**config.mk**
```make
export PLATFORM = sky130hd
export DESIGN_NAME = sprite_attribute_memory
export DESIGN_NICKNAME = d
export VERILOG_FILES = /design/src/sv/sam_pkg.sv /design/src/sv/sam_lo_mem.sv /design/src/sv/sam_hi_mem.sv /design/src/sv/sprite_attribute_memory.sv
export SDC_FILE = /design/constraint.sdc
export NUM_CORES = 2
export LEC_CHECK = 0
export BUFFER_PORTS_ARGS = -buffer_cell sky130_fd_sc_hd__buf_2
export CORE_MARGIN = 1.5
export CORE_UTILIZATION = 57
export CTS_CLUSTER_DIAMETER = 150
export DETAILED_ROUTE_END_ITERATION = 10
export GPL_ROUTABILITY_DRIVEN = 0
export PLACE_DENSITY = 0.79
export SLEW_MARGIN = 20
export SYNTH_ARGS = -nofsm -noshare
export SYNTH_HDL_FRONTEND = slang
export SYNTH_MEMORY_MAX_BITS = 65536
export SYNTH_SLANG_ARGS = --single-unit
```
**constraint.sdc**
```tcl
create_clock -name clk -period 17.7 [get_ports clk]
set_input_delay 2.655 -clock clk [delete_from_list [all_inputs] [get_ports clk]]
set_output_delay 2.655 -clock clk [all_outputs]
set_load 0.01 [all_outputs]
```
**src/sv/sam_pkg.sv**
```systemverilog
`timescale 1ns / 1ps
`default_nettype none

package sam_pkg;

  // action codes
  localparam logic [1:0] ACT_READ  = 2'd0;
  localparam logic [1:0] ACT_WRITE = 2'd1;
  localparam logic [1:0] ACT_QUERY = 2'd2;

  // configuration register indexes
  localparam logic CFG_BASE_SIZE = 1'b0;
  localparam logic CFG_INTERLACE = 1'b1;

  localparam int OBJ_COUNT = 128;
  localparam int ROW_W     = 7;   // object row in the low area
  localparam int HI_DEPTH  = 32;
  localparam int HI_ADDR_W = 5;   // byte in the high area
  localparam int LANES     = 4;

  localparam logic [2:0] QUIRK_BASE   = 3'd6;
  localparam logic [6:0] QUIRK_HEIGHT = 7'd16;

  localparam logic [6:0] SMALL_W [8] = '{7'd8, 7'd8, 7'd8, 7'd16, 7'd16, 7'd32, 7'd16, 7'd16};
  localparam logic [6:0] LARGE_W [8] = '{7'd16, 7'd32, 7'd64, 7'd32, 7'd64, 7'd64, 7'd32, 7'd32};
  localparam logic [6:0] SMALL_H [8] = '{7'd8, 7'd8, 7'd8, 7'd16, 7'd16, 7'd32, 7'd32, 7'd32};
  localparam logic [6:0] LARGE_H [8] = '{7'd16, 7'd32, 7'd64, 7'd32, 7'd64, 7'd64, 7'd64, 7'd32};

  typedef struct packed {
    logic             en;
    logic [ROW_W-1:0] row;
    logic [LANES-1:0] mask;
  } lo_wr_t;

  typedef struct packed {
    logic [6:0] w;
    logic [6:0] h;
  } dims_t;

  function automatic dims_t sprite_dims(input logic is_large, input logic [2:0] bs,
                                        input logic il);
    dims_t d;
    if (is_large) begin
      d.w = LARGE_W[bs];
      d.h = LARGE_H[bs];
    end else begin
      d.w = SMALL_W[bs];
      d.h = (il && bs >= QUIRK_BASE) ? QUIRK_HEIGHT : SMALL_H[bs];
    end
    return d;
  endfunction

endpackage

`default_nettype wire

```
**src/sv/sam_lo_mem.sv**
```systemverilog
`timescale 1ns / 1ps
`default_nettype none

// per-object bytes: lane 0 x low, 1 y, 2 tile, 3 attributes
module sam_lo_mem import sam_pkg::*; (
  input  wire logic                   clk,
  input  wire lo_wr_t                 wr,
  input  wire logic [LANES-1:0][7:0]  wr_data,
  input  wire logic                   rd_en,
  input  wire logic [ROW_W-1:0]       rd_row,
  output logic      [LANES-1:0][7:0]  rd_data
);

  logic [LANES-1:0][7:0] mem [OBJ_COUNT];

  always_ff @(posedge clk) begin
    if (wr.en) begin
      for (int i = 0; i < LANES; i++) begin
        if (wr.mask[i]) begin
          mem[wr.row][i] <= wr_data[i];
        end
      end
    end
  end

  always_ff @(posedge clk) begin
    if (rd_en) begin
      rd_data <= mem[rd_row];
    end
  end

endmodule

`default_nettype wire

```
**src/sv/sam_hi_mem.sv**
```systemverilog
`timescale 1ns / 1ps
`default_nettype none

// high area: each byte holds {size, x8} pairs of four objects
module sam_hi_mem import sam_pkg::*; (
  input  wire logic                 clk,
  input  wire logic                 wr_en,
  input  wire logic [HI_ADDR_W-1:0] wr_addr,
  input  wire logic [7:0]           wr_data,
  input  wire logic                 rd_en,
  input  wire logic [HI_ADDR_W-1:0] rd_addr,
  output logic      [7:0]           rd_data
);

  logic [7:0] mem [HI_DEPTH];

  always_ff @(posedge clk) begin
    if (wr_en) begin
      mem[wr_addr] <= wr_data;
    end
  end

  always_ff @(posedge clk) begin
    if (rd_en) begin
      rd_data <= mem[rd_addr];
    end
  end

endmodule

`default_nettype wire

```
**src/sv/sprite_attribute_memory.sv**
```systemverilog
`timescale 1ns / 1ps
`default_nettype none

// path: an accepted word passes the memory read register, then the output register
// throughput: one word per cycle unless the output stalls; each memory read port sets this
// reset: a clearing pass zeroes the low memory one row per cycle, all 128 rows, and the
//   high memory during its first 32 rows; no input word is taken until it ends
// configuration writes are taken at any time, cfg_ready is always high
module sprite_attribute_memory import sam_pkg::*; (
  input  wire logic       clk,
  input  wire logic       rst,
  // configuration write channel
  input  wire logic       cfg_valid,
  output logic            cfg_ready,
  input  wire logic       cfg_index,
  input  wire logic [2:0] cfg_data,
  // input channel
  input  wire logic       in_valid,
  output logic            in_stall,
  input  wire logic [1:0] action,
  input  wire logic [9:0] address,
  input  wire logic [7:0] write_data,
  input  wire logic [6:0] object_index,
  // output channel
  output logic            out_valid,
  input  wire logic       out_stall,
  output logic [7:0]      read_data,
  output logic [6:0]      sprite_width,
  output logic [6:0]      sprite_height
);

  // configuration registers
  logic [2:0] base_size;
  logic       interlace_on;

  assign cfg_ready = 1'b1;

  always_ff @(posedge clk) begin
    if (rst) begin
      base_size    <= '0;
      interlace_on <= 1'b0;
    end else if (cfg_valid && cfg_ready) begin
      unique case (cfg_index)
        CFG_BASE_SIZE: base_size    <= cfg_data;
        CFG_INTERLACE: interlace_on <= cfg_data[0];
        default: ;
      endcase
    end
  end

  // clearing pass after reset
  logic             clearing;
  logic [ROW_W-1:0] clr_row;

  always_ff @(posedge clk) begin
    if (rst) begin
      clearing <= 1'b1;
      clr_row  <= '0;
    end else if (clearing) begin
      clr_row <= clr_row + 1'b1;
      if (clr_row == ROW_W'(OBJ_COUNT - 1)) begin
        clearing <= 1'b0;
      end
    end
  end

  // handshake and pipeline control
  logic accept;
  logic pend_valid;
  logic pend_move;

  assign pend_move = !out_valid || !out_stall;
  assign in_stall  = clearing || (pend_valid && !pend_move);
  assign accept    = in_valid && !in_stall;

  // decode of the accepted word
  logic is_hi;
  logic do_write;
  logic do_read;

  assign is_hi    = address[9];
  assign do_write = accept && (action == ACT_WRITE);
  assign do_read  = accept && (action == ACT_READ || action == ACT_QUERY);

  // low memory write port: a byte lane on a cpu write, whole rows while clearing
  lo_wr_t                lo_wr;
  logic [LANES-1:0][7:0] lo_wdata;
  logic [LANES-1:0][7:0] lo_rdata;

  always_comb begin
    lo_wr.en   = clearing || (do_write && !is_hi);
    lo_wr.row  = clearing ? clr_row : address[8:2];
    lo_wr.mask = '0;
    if (clearing) begin
      lo_wr.mask = '1;
    end else begin
      lo_wr.mask[address[1:0]] = 1'b1;
    end
    lo_wdata = clearing ? '0 : {LANES{write_data}};
  end

  sam_lo_mem u_lo_mem (
    .clk     (clk),
    .wr      (lo_wr),
    .wr_data (lo_wdata),
    .rd_en   (do_read),
    .rd_row  (address[8:2]),
    .rd_data (lo_rdata)
  );

  // high memory: cleared while the pass is on its first 32 rows
  logic                 hi_wen;
  logic [HI_ADDR_W-1:0] hi_waddr;
  logic [7:0]           hi_wdata;
  logic [HI_ADDR_W-1:0] hi_raddr;
  logic [7:0]           hi_rdata;

  assign hi_wen   = clearing ? (clr_row[ROW_W-1:HI_ADDR_W] == '0) : (do_write && is_hi);
  assign hi_waddr = clearing ? clr_row[HI_ADDR_W-1:0] : address[HI_ADDR_W-1:0];
  assign hi_wdata = clearing ? 8'd0 : write_data;
  // a query needs the size bit, kept in the byte of its group of four
  assign hi_raddr = (action == ACT_QUERY) ? object_index[6:2] : address[HI_ADDR_W-1:0];

  sam_hi_mem u_hi_mem (
    .clk     (clk),
    .wr_en   (hi_wen),
    .wr_addr (hi_waddr),
    .wr_data (hi_wdata),
    .rd_en   (do_read),
    .rd_addr (hi_raddr),
    .rd_data (hi_rdata)
  );

  // word in flight while the memories deliver read data
  logic [1:0] pend_action;
  logic       pend_hi;
  logic [1:0] pend_lane;
  logic [1:0] pend_pair;

  always_ff @(posedge clk) begin
    if (rst) begin
      pend_valid <= 1'b0;
    end else if (accept) begin
      pend_valid <= 1'b1;
    end else if (pend_move) begin
      pend_valid <= 1'b0;
    end
  end

  always_ff @(posedge clk) begin
    if (accept) begin
      pend_action <= action;
      pend_hi     <= is_hi;
      pend_lane   <= address[1:0];
      pend_pair   <= object_index[1:0];
    end
  end

  // result formatting
  logic [7:0] res_data;
  dims_t      res_dims;
  logic       size_bit;

  always_comb begin
    size_bit = hi_rdata[{pend_pair, 1'b1}];
    res_data = 8'd0;
    res_dims = '0;
    case (pend_action)
      ACT_READ:  res_data = pend_hi ? hi_rdata : lo_rdata[pend_lane];
      ACT_QUERY: res_dims = sprite_dims(size_bit, base_size, interlace_on);
      default: ;
    endcase
  end

  // output register
  always_ff @(posedge clk) begin
    if (rst) begin
      out_valid <= 1'b0;
    end else if (pend_valid && pend_move) begin
      out_valid <= 1'b1;
    end else if (!out_stall) begin
      out_valid <= 1'b0;
    end
  end

  always_ff @(posedge clk) begin
    if (pend_valid && pend_move) begin
      read_data     <= res_data;
      sprite_width  <= res_dims.w;
      sprite_height <= res_dims.h;
    end
  end

  // no word is taken while the memories are still being cleared
  assert property (@(posedge clk) disable iff (rst)
    in_valid && !in_stall |-> !clearing)
    else $error("input word accepted during clearing pass");

  // a result carries either a byte or dimensions, never both
  assert property (@(posedge clk) disable iff (rst)
    out_valid && read_data != 8'd0 |-> sprite_width == 7'd0 && sprite_height == 7'd0)
    else $error("result carries byte and dimensions together");

  // the clearing pass covers every row
  assert property (@(posedge clk) disable iff (rst)
    $fell(clearing) |-> $past(clr_row) == ROW_W'(OBJ_COUNT - 1))
    else $error("clearing pass ended early");

  // a held word in flight always stalls the input
  assert property (@(posedge clk) disable iff (rst)
    pend_valid && out_valid && out_stall |-> in_stall)
    else $error("input taken while result path is blocked");

endmodule

`default_nettype wire

```
# == Word-level counts from Yosys, hierarchy flattened ==
# Memories as Yosys holds them, arrays and structs flattened. A register that Yosys moved wholly into a read port is not among the register bits.
# Cells that the tools add are included.
# word_totals
ff_bits,43
latchBits,0
ram_bits,4352
mem_bits_ro,224
in_bits,36
out_inout_bits,25
wordCells,101
memories,6
# classes
addsub,1
mul,0
n_div,0
order_cmp,6
eq_ne,5
shift,0
n_mux,44
bitwise,2
reduce_logical,24
# mem_list
name,depth,width,rd,rd_ports_with_merged_regs,write_ports,line_no,text
u_lo_mem.mem,128,32,1,1,1,sam_lo_mem.sv:14,logic [LANES-1:0][7:0] mem [OBJ_COUNT];
u_hi_mem.mem,32,8,1,1,1,sam_hi_mem.sv:15,logic [7:0] mem [HI_DEPTH];
(no name shown),8,7,1,0,0,sam_pkg.sv:48,d.h = (il && bs >= QUIRK_BASE) ? QUIRK_HEIGHT : SMALL_H[bs];
(no name shown),8,7,1,0,0,sam_pkg.sv:47,d.w = SMALL_W[bs];
(no name shown),8,7,1,0,0,sam_pkg.sv:45,d.h = LARGE_H[bs];
(no name shown),8,7,1,0,0,sam_pkg.sv:44,d.w = LARGE_W[bs];
# op_table
operator,count
$mux W7,10
$mux W32,1
$mux W8,3
$mux W1,23
$bmux W8 S2,1
$mux W14,1
$mux W5,2
$logic_and A1 B1 Y1,9
$add A7 B1 Y7 const B,1
$eq A7 B7 Y1 const B,1
$logic_not A2 Y1,3
$lt A2 B3 Y1 const B,2
$logic_not A1 Y1,5
$eq A2 B2 Y1 const B,2
$ge A4 B4 Y1 const B,1
$logic_or A1 B1 Y1,4
$lt A3 B4 Y1 const B,1
$mux W4,1
$not A3 Y4,1
$reduce_and A2 Y1,2
$ge A3 B3 Y1 const B,1
$bmux W1 S2,1
$demux W1 S2,1
$eq A2 B1 Y1 const B,1
4 further kinds,4

# == Longest topological paths before layout ==
# depth
word_depth,12
depth_mapped,10
depth_no_buf,5

# == Modules after synthesis ==
# From an unflattened synthesis, not the netlist that was laid out.
# hier_totals
cells_unflattened,7175
hier_area_um2,170931.4
# by_module_without_submodules
mod,n_inst,cells_per_inst,area_each_um2,seq_area_each_um2
sam_lo_mem,1,6552,158679.7,123958.9
sam_hi_mem,1,417,10133.5,7927.6
sprite_attribute_memory,1,206,2118.3,970.9

# == Least setup slack after synthesis ==
# No wires, ideal clock.
# synth_path
kind,input-to-reg
startpoint,input write_data[0]
endpoint,"memory u_hi_mem.mem[0][0], data pin"
setup_ps,2844
t_arrival_ps,15622
required_time_ps,14856
path_slack_ps,-766
path_stages,1
path_buffers,0
path_cell_list,nor2b_1
# synth_between
elab_chain_cells,1
# synth_rtl
item,line_no,text
from (decl),sprite_attribute_memory.sv:22,"input wire logic [7:0] write_data,"
$mux W8,sprite_attribute_memory.sv:120,assign hi_wdata = clearing ? 8'd0 : write_data;
to (decl),sam_hi_mem.sv:15,
# Every way passes these cells.

==> parameters.txt <==
Parameter                              Value

Status
  Status    complete, no violations

Setup path
  WP data arrival    8.56 ns
  Worst reg-to-reg setup slack    12.77 ns
  Worst setup path startpoint    address[3]
  Path type of the worst setup path    in2reg
  Reg2Reg Depth    6
  Element type at the critical path start    primary input
  Most used cell along the critical path    buf_4
  Worst setup EP type    flop
  Endpoint required time on the critical path    18.40 ns
  Max stage delay on crit path    0.91 ns
  RR Startpoint    clearing
  Critical path, cell by cell    buf_8, buf_4, buf_4, buf_4, buf_4, mux4_2, mux4_2, mux4_2, mux2_2
  Endpoint of the worst-slack reg-to-reg timing path    u_lo_mem.mem[79][29]
  Worst-path cell with the longest stage delay    buf_4
  Worst-path fanout max    82

Timing
  Final setup TNS    0 ns
  Final Skew    0.0528 ns
  RSZ-0062 raised after global routing    false
  Worst rel slew slack    12.8%
  Final setup violation count    0
  Hold WS    0.479 ns
  Time the final worst path needs with I/O delays and setup    7.85 ns
  Final hold violations    0
  Final setup margin    9.85 ns
  Slew Limit Fails    0
  Transition time at the pin with the least slew margin    1.31 ns
  Share of the cycle needed by the critical path after routing    44.4%
  Maximum frequency from static timing analysis    127 MHz

GRT
  Grt ovf    0
  Vias in the first global route    87400
  Initial antenna violation count    54
  First-pass GRT wire length    683 mm
  Largest net degree at the start of global routing    256
  Overall fraction of global-route tracks in use    31.9%

Logic synthesis
  Number of distinct library cells after synthesis    55
  Top_reg_cell synth    edfxtp_1
  Mapped Avg Cell Area    22.7 µm²
  Cell count after synthesis    7584
  Yosys warnings    0
  FFs w/ async S/R, synth    0%
  Post-synthesis instance area    172000 µm²
  Sequential element share of the synthesized area    77.2%
  EDFF count, synth    4415
  Number of flip-flops and latches in the synthesized netlist    4429

Routing
  Met3 routed wirelength    66.2 mm
  Top routing layer in use    met5
  Wl on met1    155 mm
  DRC viols    0
  TritonRoute pass-1 iters    9
  Via count    88400
  Detailed-route wire length    490 mm
  Routed length per instance    40.6 µm
  Detail Route Antenna Nets    0
  Met2 Routed Length    235 mm
  DRC violation total after the first TritonRoute iteration    15500
  Average vias per placed instance    7.33

Cells and area
  Commonest cells after routing, fill and taps aside    edfxtp_1 (4415), mux4_2 (1353), nor2_1 (557)
  Ratio of cells with drive above 1 in the final layout    27.5%
  Total number of nets in the final design    7755
  Growth of design area from synthesis to finish    10.7%
  Filler cells    17400
  Most common cell after layout, fill and taps aside    edfxtp_1
  Final non-filler cell total    12100
  Cell area after layout    190000 µm²

Die
  Core Area    300000 µm²
  Initial core utilization    57.3%
  Die Y-Extent    552 µm
  Die Footprint    305000 µm²
  Std cell rows    201
  Top-level port count    61
  X dimension of the die    552 µm

Worst hold path
  Endpoint with the worst hold slack    interlace_on
  Worst hold path class    reg2reg
  Number of instances on the worst hold path    2
  Origin of the worst min-delay path    interlace_on

Clocking
  Clock tree from TritonCTS    built
  Number of gates resized after CTS    0
  Number of sinks handled by clock tree synthesis    4429
  Clock H-tree levels    5
  Worst-path clk slew    0.07 ns
  Root buffer cell    clkbuf_16
  Number of buffers added for setup after CTS    0
  Clock latency on the worst-skew pair    0.96 ns
  Hold buffers post-CTS    0
  Clock buffers created by TritonCTS    411
  Clock tree buffer depth    4

Placed design
  Dpl cells    11300
  IO Port Bufs    53
  HPWL after detailed placement    252 mm
  DP Worst Slack    9.16 ns
  Total cell area at the placement stage    177000 µm²

Power and ir drop
  Net switching power of the design    0.00459 W
  Worst voltage drop across the vdd grid    0.0000916 V
  Leakage dissipation    61.1 nW
  Part of the power in registers    53.1%
  Sw frac    21.4%
  Clock network fraction of total power    42.7%
  Comb pwr share    4.2%
  Int Pwr    0.0169 W
  PD cells    113 nW/µm²

Job
  Max-capacitance violation count    0
-- cell usage after synthesis, types with 3 or more instances --
library cell / count / area, µm²
edfxtp_1: 4415 / 133000
mux4_2: 1353 / 30500
nor2_1: 599 / 2250
clkbuf_1: 340 / 1280
a211oi_1: 240 / 1800
nand2_1: 158 / 593
inv_1: 129 / 484
buf_2: 81 / 405
mux2_2: 32 / 360
buf_1: 31 / 116
o41ai_1: 24 / 210
mux2i_1: 21 / 210
dfxtp_1: 14 / 280
nor2b_1: 14 / 87.6
o21ai_0: 13 / 65.1
a21oi_1: 12 / 60.1
a2111oi_0: 8 / 70.1
a31oi_1: 8 / 50.1
buf_4: 8 / 60.1
o2111a_1: 8 / 90.1
nand2b_1: 7 / 43.8
nand3_1: 7 / 35.0
nor3_1: 7 / 35.0
o21ai_1: 5 / 25.0
a21boi_0: 4 / 30.0
o22a_1: 4 / 35.0
and3b_1: 3 / 26.3
nand4_1: 3 / 18.8
-- per-layer routing --
layer | vias to the layer above | track usage [%]
met5 | - | 0.406
met4 | 44 | 17.6
met3 | 1675 | 9.47
met2 | 8486 | 50.2
met1 | 45900 | 40.1
li1 | 32300 | -
-- layout make-up --
| cell class | count | area, µm² | area share [%] |
|---|---|---|---|
| Clock buffer | 484 | 10700 | 5.63 |
| Inverter | 131 | 492 | 0.258 |
| Sequential cell | 4429 | 133000 | 69.7 |
| Multi-Input combinational cell | 2569 | 37100 | 19.5 |
| Timing Repair Buffer | 176 | 1500 | 0.789 |
| Tap cell | 3958 | 4950 | 2.60 |
| Antenna cell | 52 | 130 | 0.0683 |
| Clock inverter | 261 | 2710 | 1.42 |
-- worst max-delay path: cells and delay by family --
family                 cells  cell delay, ns
multiplexers               4            1.79
buffers and inverters      5            3.83
-- worst max path at each step --
stage | endpoint | slack, ns | depth (start not counted)
5_1_grt | u_lo_mem.rd_data[6] | 9.87 | 9
6_report | u_lo_mem.rd_data[6] | 9.85 | 9
2_1_floorplan | u_hi_mem.mem[0][0] | 5.76 | 1
3_5_place_dp | u_lo_mem.rd_data[1] | 9.16 | 9
4_1_cts | u_lo_mem.rd_data[1] | 10.05 | 9
3_3_place_gp | u_lo_mem.rd_data[1] | 9.24 | 9
-- power by group through the flow --
| stage | sequential (W) | combinational [W] | clock [W] |
|---|---|---|---|
| after floorplan | 0.0116 | 0.000583 | 0 |
| after global placement | 0.0116 | 0.000841 | 0 |
| after detailed placement | 0.0116 | 0.000852 | 0 |
| after CTS | 0.0114 | 0.000884 | 0.00914 |
| after global routing | 0.0114 | 0.000911 | 0.00948 |
| final | 0.0114 | 0.000902 | 0.00917 |
-- per-stage QoR --
stage,total power (W),util (%)
2_1_floorplan,0.0122,-
3_5_place_dp,0.0125,58.9
4_1_cts,0.0214,63.4
3_3_place_gp,0.0125,58.9
5_1_grt,0.0218,63.5
6_report,0.0215,63.5
-- sequential cells by signal (all words and copies together), names as in the netlist --
register          flops
clearing              1
sprite_width          4
pend_hi               1
pend_lane             2
read_data             8
out_valid             1
u_lo_mem.rd_data     32
base_size             3
u_hi_mem.rd_data      8
pend_action           2
sprite_height         4
u_hi_mem.mem        256
interlace_on          1
clr_row               7
u_lo_mem.mem       4096
pend_pair             2
pend_valid            1
-- logic make-up (layout without fill, tap and decap cells) --
group / after synthesis / in the layout / share of synthesized area (%)
xor+xnor: 4 / 4 / 0.0204
buf+inv: 591 / 1052 / 1.37
flops: 4429 / 4429 / 77.2
compound gates: 339 / 339 / 1.48
fa+ha+maj: 1 / 1 / 0.00727
other cells: 2 / 59 / 0.00437
simple gates: 812 / 812 / 1.86
mux: 1406 / 1406 / 18.0
No activity file was read; power rests on OpenSTA's default activity.
